<file path="config.mk">
export PLATFORM = sky130hd
export DESIGN_NAME = vrot_step
export DESIGN_NICKNAME = d
export VERILOG_FILES = /design/src/sv/vrot_pkg.sv /design/src/sv/vrot_step.sv
export SDC_FILE = /design/constraint.sdc
export NUM_CORES = 2
export LEC_CHECK = 0
export ABC_AREA = 1
export BUFFER_PORTS_ARGS = -buffer_cell sky130_fd_sc_hd__buf_2
export CORE_ASPECT_RATIO = 0.75
export CORE_MARGIN = 2
export CORE_UTILIZATION = 60
export DETAILED_ROUTE_END_ITERATION = 12
export PLACE_DENSITY_LB_ADDON = 0.15
export SYNTH_ARGS = -nofsm -noshare
export SYNTH_HDL_FRONTEND = slang
export SYNTH_SLANG_ARGS = --single-unit
</file>
<file path="constraint.sdc">
create_clock -name clk -period 8.45 [get_ports clk]
set_input_delay 0.845 -clock clk [delete_from_list [all_inputs] [get_ports clk]]
set_output_delay 0.845 -clock clk [all_outputs]
set_load 0.01 [all_outputs]
</file>
<file path="src/sv/vrot_pkg.sv">
// ----------------------------------------------------------------------------
// vrot_pkg
// Shared types, defaults and the quarter-wave sine generator used to build the
// coefficient ROM of the three-axis vector rotator.
// ----------------------------------------------------------------------------
`default_nettype none

package vrot_pkg;

	// default table resolution and coefficient precision
	localparam int ANGLE_INDEX_BITS = 12;
	localparam int COEF_FRAC_BITS   = 15;

	// 2*pi in Q4.60
	localparam logic [63:0] TWO_PI_Q60 = 64'h6487ED5110B4611A;
	localparam longint      ONE_Q30    = 64'sh0000_0000_4000_0000;

	// rotation axis of one step, names the component pair (a, b)
	typedef enum logic [1:0] {
		AXIS_X, // (y, z)
		AXIS_Y, // (z, x)
		AXIS_Z  // (x, y)
	} axis_t;

	// vector plus running saturation flag
	typedef struct packed {
		logic signed [15:0] x;
		logic signed [15:0] y;
		logic signed [15:0] z;
		logic               clip;
	} vec_t;

	// sin of j table steps (0..quarter turn), Q2.30, 8-term taylor series
	function automatic longint sin_quarter_q30(input longint unsigned j, input int bits);
		longint unsigned theta;
		longint unsigned theta2;
		longint unsigned term;
		longint          sum;
		theta  = ((TWO_PI_Q60 >> bits) * j) >> 30;
		theta2 = (theta * theta) >> 30;
		term   = theta;
		sum    = longint'(theta);
		term   = ((term * theta2) >> 30) / 6;
		sum    = sum - longint'(term);
		term   = ((term * theta2) >> 30) / 20;
		sum    = sum + longint'(term);
		term   = ((term * theta2) >> 30) / 42;
		sum    = sum - longint'(term);
		term   = ((term * theta2) >> 30) / 72;
		sum    = sum + longint'(term);
		term   = ((term * theta2) >> 30) / 110;
		sum    = sum - longint'(term);
		term   = ((term * theta2) >> 30) / 156;
		sum    = sum + longint'(term);
		term   = ((term * theta2) >> 30) / 210;
		sum    = sum - longint'(term);
		if (sum < 0)
			sum = 0;
		if (sum > ONE_Q30)
			sum = ONE_Q30;
		return sum;
	endfunction

	// quarter-wave magnitude rounded half up to frac fractional bits
	function automatic longint quarter_coef(input longint unsigned j, input int bits,
			input int frac);
		longint s;
		s = sin_quarter_q30(j, bits);
		s = (s + (64'sd1 <<< (29 - frac))) >>> (30 - frac);
		return s;
	endfunction

endpackage

`default_nettype wire

</file>
<file path="src/sv/vrot_step.sv">
// ----------------------------------------------------------------------------
// vrot_step
// One axis rotation: four products in the first stage, then combine,
// truncate toward zero and saturate to 16 bits in the second.
// ----------------------------------------------------------------------------
`default_nettype none

module vrot_step #(
	parameter int COEF_FRAC_BITS = vrot_pkg::COEF_FRAC_BITS
) (
	input  wire logic                    clk,
	input  wire logic                    en_a,
	input  wire logic                    en_b,
	input  wire vrot_pkg::vec_t          vin,
	input  wire vrot_pkg::axis_t         axis,
	input  wire logic [COEF_FRAC_BITS:0] sin_mag,
	input  wire logic                    sin_neg,
	input  wire logic [COEF_FRAC_BITS:0] cos_mag,
	input  wire logic                    cos_neg,
	output vrot_pkg::vec_t               vout
);

	localparam int F  = COEF_FRAC_BITS;
	localparam int CW = F + 2;
	localparam int PW = 16 + CW;
	localparam int SW = PW + 1;
	localparam int QW = SW - F;

	localparam logic signed [SW-1:0] BIAS    = SW'((64'd1 << F) - 64'd1);
	localparam logic signed [QW-1:0] SAT_MAX = QW'(32767);
	localparam logic signed [QW-1:0] SAT_MIN = -QW'(32768);

	// scale down by 2^F toward zero, then clamp; bit 16 flags a clamp
	function automatic logic [16:0] scale_sat(input logic signed [SW-1:0] v);
		logic signed [SW-1:0] biased;
		logic signed [QW-1:0] q;
		biased = v + (v[SW-1] ? BIAS : '0);
		q      = biased[SW-1:F];
		if (q > SAT_MAX)
			return {1'b1, 16'h7FFF};
		else if (q < SAT_MIN)
			return {1'b1, 16'h8000};
		else
			return {1'b0, q[15:0]};
	endfunction

	logic signed [15:0] a_v;
	logic signed [15:0] b_v;
	logic signed [CW-1:0] s_ext;
	logic signed [CW-1:0] c_ext;
	logic signed [CW-1:0] s_val;
	logic signed [CW-1:0] c_val;

	logic signed [PW-1:0] ac_s1;
	logic signed [PW-1:0] bs_s1;
	logic signed [PW-1:0] as_s1;
	logic signed [PW-1:0] bc_s1;
	vrot_pkg::vec_t       vec_s1;
	vrot_pkg::axis_t      axis_s1;

	logic signed [SW-1:0] na;
	logic signed [SW-1:0] nb;
	logic [16:0]          ra;
	logic [16:0]          rb;
	vrot_pkg::vec_t       vnext;

	// pick the pair and sign the coefficients
	always_comb begin
		unique case (axis)
			vrot_pkg::AXIS_X: begin
				a_v = vin.y;
				b_v = vin.z;
			end
			vrot_pkg::AXIS_Y: begin
				a_v = vin.z;
				b_v = vin.x;
			end
			vrot_pkg::AXIS_Z: begin
				a_v = vin.x;
				b_v = vin.y;
			end
			default: begin
				a_v = vin.x;
				b_v = vin.y;
			end
		endcase
		s_ext = signed'({1'b0, sin_mag});
		c_ext = signed'({1'b0, cos_mag});
		s_val = sin_neg ? -s_ext : s_ext;
		c_val = cos_neg ? -c_ext : c_ext;
	end

	// stage a: products
	always_ff @(posedge clk) begin
		if (en_a) begin
			ac_s1   <= PW'(a_v) * PW'(c_val);
			bs_s1   <= PW'(b_v) * PW'(s_val);
			as_s1   <= PW'(a_v) * PW'(s_val);
			bc_s1   <= PW'(b_v) * PW'(c_val);
			vec_s1  <= vin;
			axis_s1 <= axis;
		end
	end

	// combine, scale, saturate and put the pair back in place
	always_comb begin
		na    = SW'(ac_s1) - SW'(bs_s1);
		nb    = SW'(as_s1) + SW'(bc_s1);
		ra    = scale_sat(na);
		rb    = scale_sat(nb);
		vnext = vec_s1;
		vnext.clip = vec_s1.clip | ra[16] | rb[16];
		unique case (axis_s1)
			vrot_pkg::AXIS_X: begin
				vnext.y = ra[15:0];
				vnext.z = rb[15:0];
			end
			vrot_pkg::AXIS_Y: begin
				vnext.z = ra[15:0];
				vnext.x = rb[15:0];
			end
			vrot_pkg::AXIS_Z: begin
				vnext.x = ra[15:0];
				vnext.y = rb[15:0];
			end
			default: begin
				vnext.x = ra[15:0];
				vnext.y = rb[15:0];
			end
		endcase
	end

	// stage b: rotated vector
	always_ff @(posedge clk) begin
		if (en_b)
			vout <= vnext;
	end

endmodule

`default_nettype wire
</file>
==> metrics.md <==
| Metric | Value |
|---|---|
| Die width | about 360 um |
| Period utilization | 0.959 |
| Initial antenna violation count | 11 |
| Area delta synth->final | 8.95% |
| Synth Cell Area | 55,600 um2 |
| Worst EP required | 8.78 ns |
| Worst clock skew | 0.0210 ns |
| Post-Route WL | approximately 170 mm |
| Max_cap viols | 0 |
| Vias in the first global route | 46,400 |
| Clock slew at reported path FFs | 0.07 ns |
| Critical Path Sink Type | register |
| Crit path DAT | 8.44 ns |
| Final Max Tran Viols | 0 |
| Sequential share of the synthesized area | 0.125 |
| Tmin final | 8.11 ns |
| Total grt overflow | 0 |
| Reg-to-Reg Start | bc_s1[30] |
| Worst min path class | in2reg |
| Syn_area_per_cell | approximately 8.3 um2 |
| Post-DP HPWL | 145 mm |
| FP Rows | 96 |
| Critical Path Source | cos_mag[0] |
| R2R Setup Slk | 2.73 ns |
| Critical Path Start Type | input port |
| # IOs | 137 |
| Die height | 268 um |
| Outcome | finished, final reports clean |
| Hold Vio Cnt, Final | 0 |
| First-pass GRT wire length | approximately 270 mm |
| Setup crit end | bc_s1[31] |
| GPL Wtd Cong | about 1.0 |
| Die Area | about 95,000 um2 |
| Distinct cells, synth | 55 |
| Worst Max-Slew Pin Slew | 1.02 ns |
| Clock Path Buffers | 3 |
| YS warnings | 0 |
| CTS buffer count | 29 |
| Synth Flop Type | edfxtp_1 |
| CTS root buf | clkbuf_16 |
| Synthesized Nets | approximately 8,300 |
| Worst hold slack | 0.450 ns |
| Drt via density | 5.55 |
| CTS Hold Bufs | 0 |
| CTS sink cnt | 232 |
| Critical path class | in2reg |
| Total track usage | 0.374 |
| Reg-to-reg endpoint | vout[37] |
| Clock Latency Late Sink | 0.59 ns |
| DRC viols | 0 |
| Async set-reset flop share out of synthesis | 0 |
| Detailed Routing Iterations Pass 1 | 6 |
| Leading cell type in the layout, fill and taps excluded | inv_1 |
| CTS tree | yes |
| Final setup violation count | 0 |
| DR WL/cell | between 20 and 25 um |
| Initial Utilization | 0.607 |
| Post-DRT Antenna Nets | 0 |
| Net count, final | 8,554 |
| FMAX | between 0.1 and 0.15 GHz |
| Commonest non-fill, non-tap cells in the layout | inv_1, nand2_1, fa_1 |
| Initial DRC count | between 4,000 and 5,000 |
| Slowest cell on the critical path | fa_1 |
| Fillers | approximately 8,000 |
| CP Max Fanout | 15 |
| IO buf count | 136 |
| Worst r2r path cells | 24 |
| Htree depth | 1 |
| Crit-path max cell delay | 0.51 ns |
| Largest net degree at the start of global routing | 69 |
| Max-slew headroom | 0.317 |
| Fraction of layout cells with a size suffix above 1 | 0.0838 |
| #FFs+latches synth | 232 |
| EDFF count, synth | 232 |
| Vias | 45,600 |
| Synth Instances | 6,685 |
| Core area | 91,600 um2 |
[critical path, delay by kind of cell]
kind            cells  cell delay [ns]
fa+ha+maj           8             3.16
compound gates     11             1.94
buf+inv            10             1.60
simple gates        4             0.73
xor+xnor            1             0.16
[cells by family (layout without fill, tap and decap cells)]
group	count (synthesis)	after routing	synth area share
AOI/OAI and AO/OA	435	435	0.0459
adders and majority gates	1522	1522	0.492
and+or+nand+nor	2524	2524	0.184
xor gates and xnor gates	217	217	0.0342
buffers and inverters	1755	2035	0.119
other	0	15	0
DFF	232	232	0.125
[per-layer routing]
layer  routed length [um]  up-vias  track usage  part of all wire
li1                     -    20400            -                 -
met1                71600    22400        0.535              0.42
met2                70200     2408        0.539              0.41
met3                22800      336        0.122              0.13
met4                 5960       14        0.114             0.035
met5                  287        -       0.0159            0.0017
[stage by stage]
step                instances  TNS, ns  worst slack (ns)  cell area (um2)   util
detailed placement       8136    -2.32            -0.444            59500  0.650
floorplan                6685        0             0.245            55600      -
CTS                      8188        0             0.160            60500  0.660
global placement         8136    -2.16            -0.404            59500  0.650
global route             8191  -0.0212           -0.0200            60600  0.661
finish                   8205        0             0.344            60600  0.661
[flip-flops by register name, summed over array words and instances (netlist names)]
register and cells:
vec_s1 49, vout 49, ac_s1 33, as_s1 33, bc_s1 33, bs_s1 33, axis_s1 2
[Yosys cell counts (5+ instances only)]
library cell / count / area (um2)
a21oi_2: 5 / 43.8
nor2_1: 764 / 2870
xnor2_1: 76 / 666
nand2_1: 1408 / 5290
nand2_4: 12 / 135
o31ai_1: 6 / 45.0
fa_1: 1106 / 22100
nand3_1: 191 / 956
clkbuf_1: 182 / 683
o221ai_1: 5 / 43.8
inv_1: 1529 / 5740
inv_2: 6 / 22.5
nor4_1: 7 / 43.8
a21boi_0: 8 / 60.1
nand3b_1: 17 / 128
ha_1: 416 / 5200
a21o_1: 18 / 135
nand4_1: 25 / 156
nor3_1: 33 / 165
xor2_1: 141 / 1230
nor2_2: 8 / 50.1
clkinv_1: 9 / 33.8
o21ai_0: 91 / 455
nand3_2: 5 / 50.1
edfxtp_1: 232 / 6970
nand2_2: 30 / 188
buf_1: 17 / 63.8
o21bai_1: 12 / 90.1
a31oi_1: 22 / 138
a21oi_1: 208 / 1040
or2_2: 10 / 62.6
buf_2: 7 / 35.0
o21a_1: 33 / 248
[worst min path at each step]
stage | startpoint | to | slack [ns] | cells after the start
floorplan | vec_s1[0] | vout[0] | 0.49 | 2
global placement | vec_s1[0] | vout[0] | 0.51 | 2
CTS | vin[0] | vec_s1[0] | 0.44 | 1
finish | vin[0] | vec_s1[0] | 0.45 | 1
global route | vin[0] | vec_s1[0] | 0.45 | 1
detailed placement | vec_s1[0] | vout[0] | 0.51 | 2
[final cells by class]
cell class	instances	area (um2)	share of cell area
multi-input cells	4698	42100	0.695
flip-flops and latches	232	6970	0.115
inverters	1544	5800	0.0957
repair buffers	439	3210	0.0530
well taps	1225	1530	0.0253
clock buffers	36	752	0.0124
clock inverters	16	198	0.00326
diodes	15	37.5	0.000619
[repair_timing]
| action | CTS | global route |
|---|---|---|
| setup buffers | 0 | 2 |
| gates resized for setup | 0 | 16 |
| endpoints found under the setup margin | 0 | 16 |
Power is not shown: default switching activity piles up to over one toggle a cycle in this logic, so the estimate is an artifact.
